`src/rtl/sfd_pkg.sv`:
```
// types and constants shared by the setpoint fifo files
`timescale 1ns / 1ps

package sfd_pkg;

    localparam int SFD_DEPTH      = 64;
    localparam int SETPOINT_WIDTH = 64;
    localparam int COUNT_WIDTH    = 32;
    localparam int OCC_WIDTH      = 7;
    localparam int ACTION_WIDTH   = 3;
    localparam int CFG_IDX_WIDTH  = 2;
    localparam int CFG_DATA_WIDTH = 7;
    localparam int CAP_DEFAULT    = 64;

    typedef enum logic [ACTION_WIDTH-1:0] {
        ACT_PUSH        = 3'd0,
        ACT_POP         = 3'd1,
        ACT_CLEAR       = 3'd2,
        ACT_UNDERRUN    = 3'd3,
        ACT_SHORT_START = 3'd4
    } sfd_action_t;

    typedef enum logic [1:0] {
        OUT_STORED  = 2'd0,
        OUT_EVICTED = 2'd1,
        OUT_DROPPED = 2'd2,
        OUT_NONE    = 2'd3
    } sfd_outcome_t;

    typedef enum logic [CFG_IDX_WIDTH-1:0] {
        REG_CAPACITY    = 2'd0,
        REG_DROP_OLDEST = 2'd1
    } sfd_reg_idx_t;

    typedef struct packed {
        logic [ACTION_WIDTH-1:0]   action;
        logic [SETPOINT_WIDTH-1:0] setpoint_data;
    } sfd_item_t;

    typedef struct packed {
        logic                      popped_valid;
        logic [SETPOINT_WIDTH-1:0] popped_setpoint;
        sfd_outcome_t              push_outcome;
        logic [OCC_WIDTH-1:0]      occupancy;
        logic [COUNT_WIDTH-1:0]    pushed_total;
        logic [COUNT_WIDTH-1:0]    dropped_total;
        logic [COUNT_WIDTH-1:0]    underrun_total;
        logic [COUNT_WIDTH-1:0]    short_start_total;
    } sfd_result_t;

endpackage

```
`src/rtl/sfd_store.sv`:
```
// setpoint entry memory, one write and one registered read port
`timescale 1ns / 1ps

module sfd_store
    import sfd_pkg::*;
#(
    parameter int DEPTH = SFD_DEPTH
) (
    input  logic                             clk,
    input  logic                             wr_en,
    input  logic [$clog2(DEPTH)-1:0]         wr_addr,
    input  logic [SETPOINT_WIDTH-1:0]        wr_data,
    input  logic                             rd_en,
    input  logic [$clog2(DEPTH)-1:0]         rd_addr,
    output logic [SETPOINT_WIDTH-1:0]        rd_data
);

    logic [SETPOINT_WIDTH-1:0] store_mem [DEPTH];
    logic [SETPOINT_WIDTH-1:0] rd_data_reg;

    always_ff @(posedge clk)
    begin
        if (wr_en)
        begin
            store_mem[wr_addr] <= wr_data;
        end
        if (rd_en)
        begin
            rd_data_reg <= store_mem[rd_addr];
        end
    end

    assign rd_data = rd_data_reg;

endmodule

```
`src/rtl/setpoint_fifo_with_drop_policy_unit.sv`:
```
// top level of the bounded setpoint fifo with drop policy and event totals
`timescale 1ns / 1ps
// an item passes the input register and then the result register; result_ready can stall it
// throughput: 1 transaction per cycle while result_ready does not stall, set by
//   the pointer/count update and the one-port registered read of the entry memory
// reset: async active low, clears pointers, count, totals and handshake state,
//   capacity returns to min(64, DEPTH) and drop policy to discard-new; memory is not cleared

module setpoint_fifo_with_drop_policy_unit
    import sfd_pkg::*;
#(
    parameter int DEPTH = SFD_DEPTH
) (
    input  logic                      clk,
    input  logic                      rst_n,
    input  logic                      item_valid,
    output logic                      item_ready,
    input  sfd_item_t                 item,
    output logic                      result_valid,
    input  logic                      result_ready,
    output sfd_result_t               result,
    input  logic                      cfg_valid,
    output logic                      cfg_ready,
    input  logic [CFG_IDX_WIDTH-1:0]  cfg_index,
    input  logic [CFG_DATA_WIDTH-1:0] cfg_data
);

    localparam int AW = $clog2(DEPTH);
    localparam logic [OCC_WIDTH-1:0] DEPTH_OCC = OCC_WIDTH'(DEPTH);
    localparam logic [AW-1:0] LAST_ADDR = AW'(DEPTH - 1);
    localparam logic [OCC_WIDTH-1:0] CAP_RESET =
        OCC_WIDTH'((DEPTH < CAP_DEFAULT) ? DEPTH : CAP_DEFAULT);

    // pointer step with wrap at the physical depth
    function automatic logic [AW-1:0] ptr_advance(input logic [AW-1:0] p);
        return (p == LAST_ADDR) ? '0 : p + AW'(1);
    endfunction

    // saturating event counter step
    function automatic logic [COUNT_WIDTH-1:0] sat_inc(input logic [COUNT_WIDTH-1:0] v);
        return (&v) ? v : v + COUNT_WIDTH'(1);
    endfunction

    // input stage
    logic      stage_valid_reg;
    sfd_item_t stage_item_reg;

    // result stage, payload comes from the memory read register
    logic        result_valid_reg;
    sfd_result_t result_reg;

    // queue state
    logic [AW-1:0]        rd_ptr_reg, rd_ptr_next;
    logic [AW-1:0]        wr_ptr_reg, wr_ptr_next;
    logic [OCC_WIDTH-1:0] count_reg, count_next;

    // event totals
    logic [COUNT_WIDTH-1:0] pushed_reg, pushed_next;
    logic [COUNT_WIDTH-1:0] dropped_reg, dropped_next;
    logic [COUNT_WIDTH-1:0] underrun_reg, underrun_next;
    logic [COUNT_WIDTH-1:0] short_start_reg, short_start_next;

    // configuration
    logic [OCC_WIDTH-1:0] cap_reg;
    logic                 drop_oldest_reg;

    logic                      fire;
    logic                      full;
    logic                      mem_wr;
    logic                      pop_hit;
    sfd_outcome_t              outcome;
    logic [SETPOINT_WIDTH-1:0] mem_rd_data;
    logic [AW-1:0]             ptr_span;

    // the stage item moves into the result register when that slot is free or draining
    assign fire       = stage_valid_reg && (!result_valid_reg || result_ready);
    assign item_ready = !stage_valid_reg || fire;
    assign cfg_ready  = 1'b1;

    assign full = (count_reg >= cap_reg);

    // one item's effect on pointers, count and totals
    always_comb
    begin
        rd_ptr_next      = rd_ptr_reg;
        wr_ptr_next      = wr_ptr_reg;
        count_next       = count_reg;
        pushed_next      = pushed_reg;
        dropped_next     = dropped_reg;
        underrun_next    = underrun_reg;
        short_start_next = short_start_reg;
        mem_wr           = 1'b0;
        pop_hit          = 1'b0;
        outcome          = OUT_NONE;
        case (stage_item_reg.action)
            ACT_PUSH:
            begin
                if (full)
                begin
                    if (!drop_oldest_reg || (count_reg == '0))
                    begin
                        // discard the incoming setpoint
                        dropped_next = sat_inc(dropped_reg);
                        outcome      = OUT_DROPPED;
                    end
                    else
                    begin
                        // evict oldest and store new, occupancy unchanged
                        rd_ptr_next  = ptr_advance(rd_ptr_reg);
                        wr_ptr_next  = ptr_advance(wr_ptr_reg);
                        mem_wr       = 1'b1;
                        dropped_next = sat_inc(dropped_reg);
                        pushed_next  = sat_inc(pushed_reg);
                        outcome      = OUT_EVICTED;
                    end
                end
                else
                begin
                    // below the limit, so below the physical depth as well
                    wr_ptr_next = ptr_advance(wr_ptr_reg);
                    count_next  = count_reg + OCC_WIDTH'(1);
                    mem_wr      = 1'b1;
                    pushed_next = sat_inc(pushed_reg);
                    outcome     = OUT_STORED;
                end
            end
            ACT_POP:
            begin
                if (count_reg != '0)
                begin
                    rd_ptr_next = ptr_advance(rd_ptr_reg);
                    count_next  = count_reg - OCC_WIDTH'(1);
                    pop_hit     = 1'b1;
                end
            end
            ACT_CLEAR:
            begin
                rd_ptr_next = '0;
                wr_ptr_next = '0;
                count_next  = '0;
            end
            ACT_UNDERRUN:
            begin
                underrun_next = sat_inc(underrun_reg);
            end
            ACT_SHORT_START:
            begin
                short_start_next = sat_inc(short_start_reg);
            end
            default:
            begin
                // unknown action leaves everything alone
            end
        endcase
    end

    // entry memory, read at the head on every transaction, data used only for pops
    sfd_store #(
        .DEPTH(DEPTH)
    ) u_store (
        .clk     (clk),
        .wr_en   (fire && mem_wr),
        .wr_addr (wr_ptr_reg),
        .wr_data (stage_item_reg.setpoint_data),
        .rd_en   (fire),
        .rd_addr (rd_ptr_reg),
        .rd_data (mem_rd_data)
    );

    // input register
    always_ff @(posedge clk or negedge rst_n)
    begin
        if (!rst_n)
        begin
            stage_valid_reg <= 1'b0;
        end
        else if (item_ready)
        begin
            stage_valid_reg <= item_valid;
        end
    end

    always_ff @(posedge clk)
    begin
        if (item_valid && item_ready)
        begin
            stage_item_reg <= item;
        end
    end

    // result register
    always_ff @(posedge clk or negedge rst_n)
    begin
        if (!rst_n)
        begin
            result_valid_reg <= 1'b0;
        end
        else if (fire)
        begin
            result_valid_reg <= 1'b1;
        end
        else if (result_ready)
        begin
            result_valid_reg <= 1'b0;
        end
    end

    always_ff @(posedge clk)
    begin
        if (fire)
        begin
            result_reg.popped_valid      <= pop_hit;
            result_reg.popped_setpoint   <= '0;
            result_reg.push_outcome      <= outcome;
            result_reg.occupancy         <= count_next;
            result_reg.pushed_total      <= pushed_next;
            result_reg.dropped_total     <= dropped_next;
            result_reg.underrun_total    <= underrun_next;
            result_reg.short_start_total <= short_start_next;
        end
    end

    assign result_valid = result_valid_reg;

    // popped payload taken from the memory read register, zero when nothing popped
    always_comb
    begin
        result                 = result_reg;
        result.popped_setpoint = result_reg.popped_valid ? mem_rd_data : '0;
    end

    // queue state and totals
    always_ff @(posedge clk or negedge rst_n)
    begin
        if (!rst_n)
        begin
            rd_ptr_reg      <= '0;
            wr_ptr_reg      <= '0;
            count_reg       <= '0;
            pushed_reg      <= '0;
            dropped_reg     <= '0;
            underrun_reg    <= '0;
            short_start_reg <= '0;
        end
        else if (fire)
        begin
            rd_ptr_reg      <= rd_ptr_next;
            wr_ptr_reg      <= wr_ptr_next;
            count_reg       <= count_next;
            pushed_reg      <= pushed_next;
            dropped_reg     <= dropped_next;
            underrun_reg    <= underrun_next;
            short_start_reg <= short_start_next;
        end
    end

    // configuration writes, out-of-range capacity is ignored
    always_ff @(posedge clk or negedge rst_n)
    begin
        if (!rst_n)
        begin
            cap_reg         <= CAP_RESET;
            drop_oldest_reg <= 1'b0;
        end
        else if (cfg_valid && cfg_ready)
        begin
            unique case (cfg_index)
                REG_CAPACITY:
                begin
                    if ((cfg_data != '0) && (cfg_data <= DEPTH_OCC))
                    begin
                        cap_reg <= cfg_data;
                    end
                end
                REG_DROP_OLDEST:
                begin
                    drop_oldest_reg <= cfg_data[0];
                end
                default:
                begin
                end
            endcase
        end
    end

    // distance between pointers modulo the physical depth
    always_comb
    begin
        if (wr_ptr_reg >= rd_ptr_reg)
        begin
            ptr_span = wr_ptr_reg - rd_ptr_reg;
        end
        else
        begin
            ptr_span = wr_ptr_reg + AW'(DEPTH) - rd_ptr_reg;
        end
    end

    // occupancy never passes the physical depth
    a_count_bound: assert property (@(posedge clk) disable iff (!rst_n)
        count_reg <= DEPTH_OCC)
        else $error("occupancy above depth");

    // pointers agree with the occupancy
    a_ptr_span: assert property (@(posedge clk) disable iff (!rst_n)
        ptr_span == ((count_reg == DEPTH_OCC) ? '0 : AW'(count_reg)))
        else $error("pointer distance does not match occupancy");

    // a clear transaction empties the queue and rewinds the pointers
    a_clear: assert property (@(posedge clk) disable iff (!rst_n)
        (fire && (stage_item_reg.action == ACT_CLEAR)) |=>
            ((count_reg == '0) && (rd_ptr_reg == '0) && (wr_ptr_reg == '0)))
        else $error("clear did not empty the queue");

    // a popped entry never comes with a push outcome
    a_pop_outcome: assert property (@(posedge clk) disable iff (!rst_n)
        (result_valid && result.popped_valid) |-> (result.push_outcome == OUT_NONE))
        else $error("pop result carries a push outcome");

endmodule
```
`config.mk`:
```
export PLATFORM = sky130hd
export DESIGN_NAME = setpoint_fifo_with_drop_policy_unit
export DESIGN_NICKNAME = d
export VERILOG_FILES = /design/src/rtl/sfd_pkg.sv /design/src/rtl/sfd_store.sv /design/src/rtl/setpoint_fifo_with_drop_policy_unit.sv
export SDC_FILE = /design/constraint.sdc
export NUM_CORES = 2
export LEC_CHECK = 0
export BUFFER_PORTS_ARGS = -buffer_cell sky130_fd_sc_hd__buf_2
export CORE_UTILIZATION = 50
export CTS_BUF_LIST = sky130_fd_sc_hd__clkbuf_4
export DETAILED_ROUTE_END_ITERATION = 10
export GPL_TIMING_DRIVEN = 0
export PLACE_DENSITY = 0.75
export SLEW_MARGIN = 30
export SYNTH_ARGS = -nofsm -noshare
export SYNTH_HDL_FRONTEND = slang
export SYNTH_SLANG_ARGS = --single-unit
```
`constraint.sdc`:
```
create_clock -name clk -period 13.1 [get_ports clk]
set_input_delay 2.62 -clock clk [delete_from_list [all_inputs] [get_ports clk]]
set_output_delay 2.62 -clock clk [all_outputs]
set_load 0.05 [all_outputs]
```
### Word-level counts from Yosys, hierarchy flattened

Memory sizes are Yosys's and may differ from the RTL's. A register that Yosys moved wholly into a read port is not among the register bits.
Index checks and enable logic that the tools add are counted.

* bits in registers: 362
* RAM bits: 4096
* input bits: 81
* output and inout port bits: 205
* word-level logic and storage cells: 102
* memories kept: 1

* add/subtract/negate cells: 8
* order comparisons: 2
* equality and inequality tests: 11
* muxes and demuxes: 34
* reduce and logical (&&, ||, !) cells: 26

Memory list
* u_store.store_mem: depth 64, bits a word 64, rd ports 1, clocked after Yosys merged registers in 1, wr ports 1, line sfd_store.sv:18 `logic [SETPOINT_WIDTH-1:0] store_mem [DEPTH];`

Operators by type and width (count)
* 32-bit two-way mux: 11
* 32-bit by 1-bit adder with 32-bit output, second input constant: 4
* 32-bit AND reduction: 4
* 64-bit two-way mux: 1
* 6-bit two-way mux: 7
* 7-bit case mux with 3 select lines: 1
* 6-bit case mux with 3 select lines: 1
* 7-bit two-way mux: 2
* 7-bit nonzero test: 2
* 6-bit by 1-bit adder with 6-bit output, second input constant: 2
* 6-bit == test, second input constant: 2
* 6-bit case mux with 2 select lines: 1
* 1-bit two-way mux: 8
* 7-bit by 1-bit adder with 7-bit output, second input constant: 1
* 7-bit >= comparator: 1
* 7-bit <= comparator, second input constant: 1
* 7-bit logical NOT: 1
* 7-bit by 1-bit subtractor with 7-bit output, second input constant: 1
* 3-bit by 2-bit == test with 1-bit output, second input constant: 2
* 2-bit inequality test, second input constant: 3
* 3-bit AND reduction: 2
* 5-bit AND reduction: 1
* 1-bit logical AND: 4
* 2-bit two-way mux: 2
* other kinds (11): 16

### Logic depth before layout (Yosys ltp)

* depth after elaboration: 8
* depth in mapped cells: 10

### By module

Synthesis repeated with hierarchy kept, for this count alone.

* cells, all modules: 8010
* area, all modules: 173795.4 um^2

By module, submodules not included
* sfd_store: instances 1, cells an instance 6598, area an instance 156989.3 um^2, sequential area each 124919.8 um^2
* setpoint_fifo_with_drop_policy_unit: instances 1, cells an instance 1412, area an instance 16806.1 um^2, sequential area each 10085.9 um^2

### Least setup slack after synthesis

Ideal clock, no wire load.

* kind: input port to flip-flop
* start point: input port result_ready
* end point: memory u_store.store_mem[57][0], enable pin
* data arrival time: 6.635 ns
* path slack: 5.979 ns
* stages: 7
* path buffers: 1
* cells stage by stage: nand2b_1 -> nand2_1 -> inv_1 -> o211ai_1 -> or4b_2 -> clkbuf_1 -> nor2_1

* word-level cells in the longest chain between the ends: 5

Ends and longest elaborated chain
* start: declaration: line setpoint_fifo_with_drop_policy_unit.sv:20 `input logic result_ready,`
* 1-bit logical OR: line setpoint_fifo_with_drop_policy_unit.sv:76 `assign fire = stage_valid_reg && (!result_valid_reg || result_ready);`
* 1-bit logical AND: line setpoint_fifo_with_drop_policy_unit.sv:76
* 1-bit logical AND: line setpoint_fifo_with_drop_policy_unit.sv:162 `.wr_en (fire && mem_wr),`
* 1-bit two-way mux: line sfd_store.sv:23 `if (wr_en)`
* 1-bit two-way mux (not written as such): line sfd_store.sv:25 `store_mem[wr_addr] <= wr_data;`
* end: declaration: line sfd_store.sv:18

Every way passes these cells.

==> results.sh <==
export IMPL_vias_per_cell=6.38
export IMPL_clock_latency_ns=1.69
export IMPL_regArea_um2=135000
export IMPL_yosysTopAreaCellShare_pct=76.1
export IMPL_cts_buffers_inserted=1141
export IMPL_worst_pin_slew_ns=1.10
export IMPL_slew_viol_final=0
export IMPL_power_leakage_nw=66.7
export IMPL_synth_cell_types=74
export IMPL_p_comb_share_pct=24.7
export IMPL_start_util_pct=50.2
export IMPL_post_cts_resized=0
export IMPL_cts_sinks=4522
export IMPL_routed_wl_um=479000
export IMPL_multiInputGateArea_um2=35900
export IMPL_fp_dieH_um=589
export IMPL_largest_reg_flops=4096
export IMPL_worstSetupStartpointType="flip-flop"
export IMPL_dp_hpwl_um=331000
export IMPL_final_layout_size_suffix_gt1_share_pct=35.2
export IMPL_antenna_found_initial=47
export IMPL_die_w_um=589
export IMPL_finalSetupTns_ns=0
export IMPL_fmax_mhz=144
export IMPL_rsz0062_at_grt="no"
export IMPL_io_buffer_count=284
export IMPL_switching_share_pct=30.1
export IMPL_clock_path_buffers=5
export IMPL_ys_seq_elements=4522
export IMPL_ctsHoldBuffers=0
export IMPL_grt_met2_usage_pct=41.2
export IMPL_p_sw_mw=11.0
export IMPL_htreeDepth=7
export IMPL_io_pins=286
export IMPL_rrSetupSlack_ns=7.51
export IMPL_hold_viol=0
export IMPL_fin_crit_sh_pct=53.1
export IMPL_finalSetupViolCount=0
export IMPL_ir_worst_vdd_mv=0.163
export IMPL_fp_row_count=215
export IMPL_core_um2=343000
export IMPL_post_cts_buffers=0
export IMPL_seq_area_frac_synth_pct=78.4
export IMPL_post_drt_wl_per_cell_um=31.8
export IMPL_syn_to_final_growth_pct=18.0
export IMPL_required_ns=10.48
export IMPL_remaining_drc_errors=0
export IMPL_grt_pass1_vias=96800
export IMPL_seqPwrFrac_pct=44.5
export IMPL_drt_iter0_markers=14000
export IMPL_syn_inst=7872
export IMPL_avgSynthCellArea_um2=21.9
export IMPL_maxCapViolCount=0
export IMPL_netlist_area_um2=172000
export IMPL_met1_usage_pct=36.3
export IMPL_fillers=23200
export IMPL_synth_area_leaders="edfxtp_1 76%, mux4_2 13%, dfrtp_1 2.3%"
export IMPL_cts_tree="done"
export IMPL_via_count=96100
export IMPL_p_per_area_nw_per_um2=180
export IMPL_slew_headroom_pct=26.4
export IMPL_synth_fp_nets=7969
export IMPL_async_flop_share_pct=3.47
export IMPL_final_setup_skew_ns=0.166
export IMPL_overflow=0
export IMPL_fin_nets=9841
export IMPL_p_total_mw=36.5
export IMPL_synth_edff_count=4365
export IMPL_grt_max_degree=84
export IMPL_worstSetupPathType="reg2out"
export IMPL_drtAntennaViolNets=0
export IMPL_dr_pass1_iters=9
export IMPL_synth_main_ff_cell="edfxtp_1"
export IMPL_clkPwrFrac_pct=30.8
export IMPL_fin_worst_hold_slack_ns=0.511
export IMPL_crit_arrival_ns=4.34
export IMPL_hp_class="reg2reg"
export IMPL_endpoint_kind="output pin"
export IMPL_clk_pin_slew_worst_paths_ns=0.07
export IMPL_yosysWarningCount=0
export IMPL_period_minus_slack_ns=6.96
export IMPL_globalplace_congestion=0.865
export IMPL_dieArea_um2=347000
export IMPL_status="complete, no violations"
export IMPL_grt_use_met3_pct=8.32
export IMPL_yosys_area_top_type="edfxtp_1"
export IMPL_critPathMaxFanout=18
export IMPL_power_internal_mw=25.5
export IMPL_grt_pass1_wl_um=679000
export IMPL_top_usage_layer="met2"
export IMPL_grt_usage_pct=27.8
export IMPL_cts_root_buf="clkbuf_4"
==> cells in the mapped netlist, types with 5 or more instances <==
library cell / instances
nor2_1: 268
a22o_1: 128
or3_1: 10
o21ai_0: 28
nand4_1: 60
ha_1: 16
buf_1: 60
a21boi_0: 5
buf_2: 48
nor3_1: 38
o31ai_1: 8
and2_1: 77
a22oi_1: 256
and3_1: 25
clkbuf_1: 334
a21oi_1: 141
mux4_2: 1024
a21o_1: 7
nor3b_1: 5
o221ai_1: 64
nand2_1: 137
nand3_1: 70
nor4_1: 9
a221oi_1: 128
mux2_2: 10
a31oi_1: 9
nor2b_1: 5
edfxtp_1: 4365
xnor2_1: 129
dfrtp_1: 156
o211ai_1: 5
xor2_1: 120
nand3b_1: 6
and4_1: 9
inv_1: 27
nand2b_1: 13
==> worst max-delay path, stage by stage (launching register included) <==
cell	delay (ns)
edfxtp_1	0.43
clkbuf_4	0.53
clkbuf_1	0.66
and2_1	0.55
buf_2	0.36
==> per-stage QoR <==
step / cell area (um^2) / std cells / setup slack [ns] / util, %
2_1_floorplan: 172000 / 7872 / 5.98 / -
3_3_place_gp: 179000 / 12700 / 1.56 / 52.3
3_5_place_dp: 190000 / 13200 / 5.98 / 55.3
4_1_cts: 203000 / 15000 / 6.09 / 59.2
5_1_grt: 203000 / 15000 / 6.17 / 59.2
6_report: 203000 / 15100 / 6.14 / 59.3
==> area by class of cell <==
class	instances	area share, %
antenna	75	0.0923
buffer	451	0.970
clock buffer	1580	5.84
clock inverter	244	0.636
inverter	27	0.0499
multi-input combinational	2872	17.6
sequential	4522	66.4
tap	4557	2.81
timing repair buffer	729	5.54
==> cells in the final DEF (no fill, tap or decap), types with 156 or more instances in the layout <==
cell type / instances
a22oi_1: 256
buf_16: 281
buf_2: 353
clkbuf_1: 251
clkbuf_4: 1584
clkinv_1: 189
dfrtp_1: 156
edfxtp_1: 4365
mux4_2: 1024
nor2_1: 204
==> per-layer routing <==
layer | share of wire (%) | up-vias
met2 | 46 | 8112
met3 | 13 | 1451
met5 | 0.027 | -
met1 | 35 | 48800
li1 | - | 37700
met4 | 5.9 | 18
==> worst paths after layout <==
path | start | end | cells past startpoint
setup reg to reg | count_reg[0] | u_store.store_mem[45][11] | 10
max in group asynchronous | rst_n | pushed_reg[1] | 2
hold reg to reg | stage_item_reg[43] | u_store.store_mem[50][43] | 0
setup / recovery | result[201] | result[183] | 4
min in group asynchronous | rst_n | underrun_reg[7] | 1
hold / removal | stage_item_reg[43] | u_store.store_mem[50][43] | 0
==> logic make-up after synthesis <==
logic type	synth area share, %
other	0.00218
muxes	13.5
adders and majority gates	0.116
xor gates and xnor gates	1.27
AOI/OAI and AO/OA	3.51
DFF	78.4
buffers and inverters	1.10
and+or+nand+nor	2.17
==> power by group through the flow <==
stage	Combinational (mW)	Sequential, mW	Clock [mW]
after floorplan	5.32	16.8	0
after global placement	8.11	16.8	0
after detailed placement	8.79	16.6	0
after CTS	8.89	16.3	11.4
after global routing	9.33	16.3	12.1
final	9.01	16.3	11.3
Note: power is estimated with default switching activity, not from simulation.
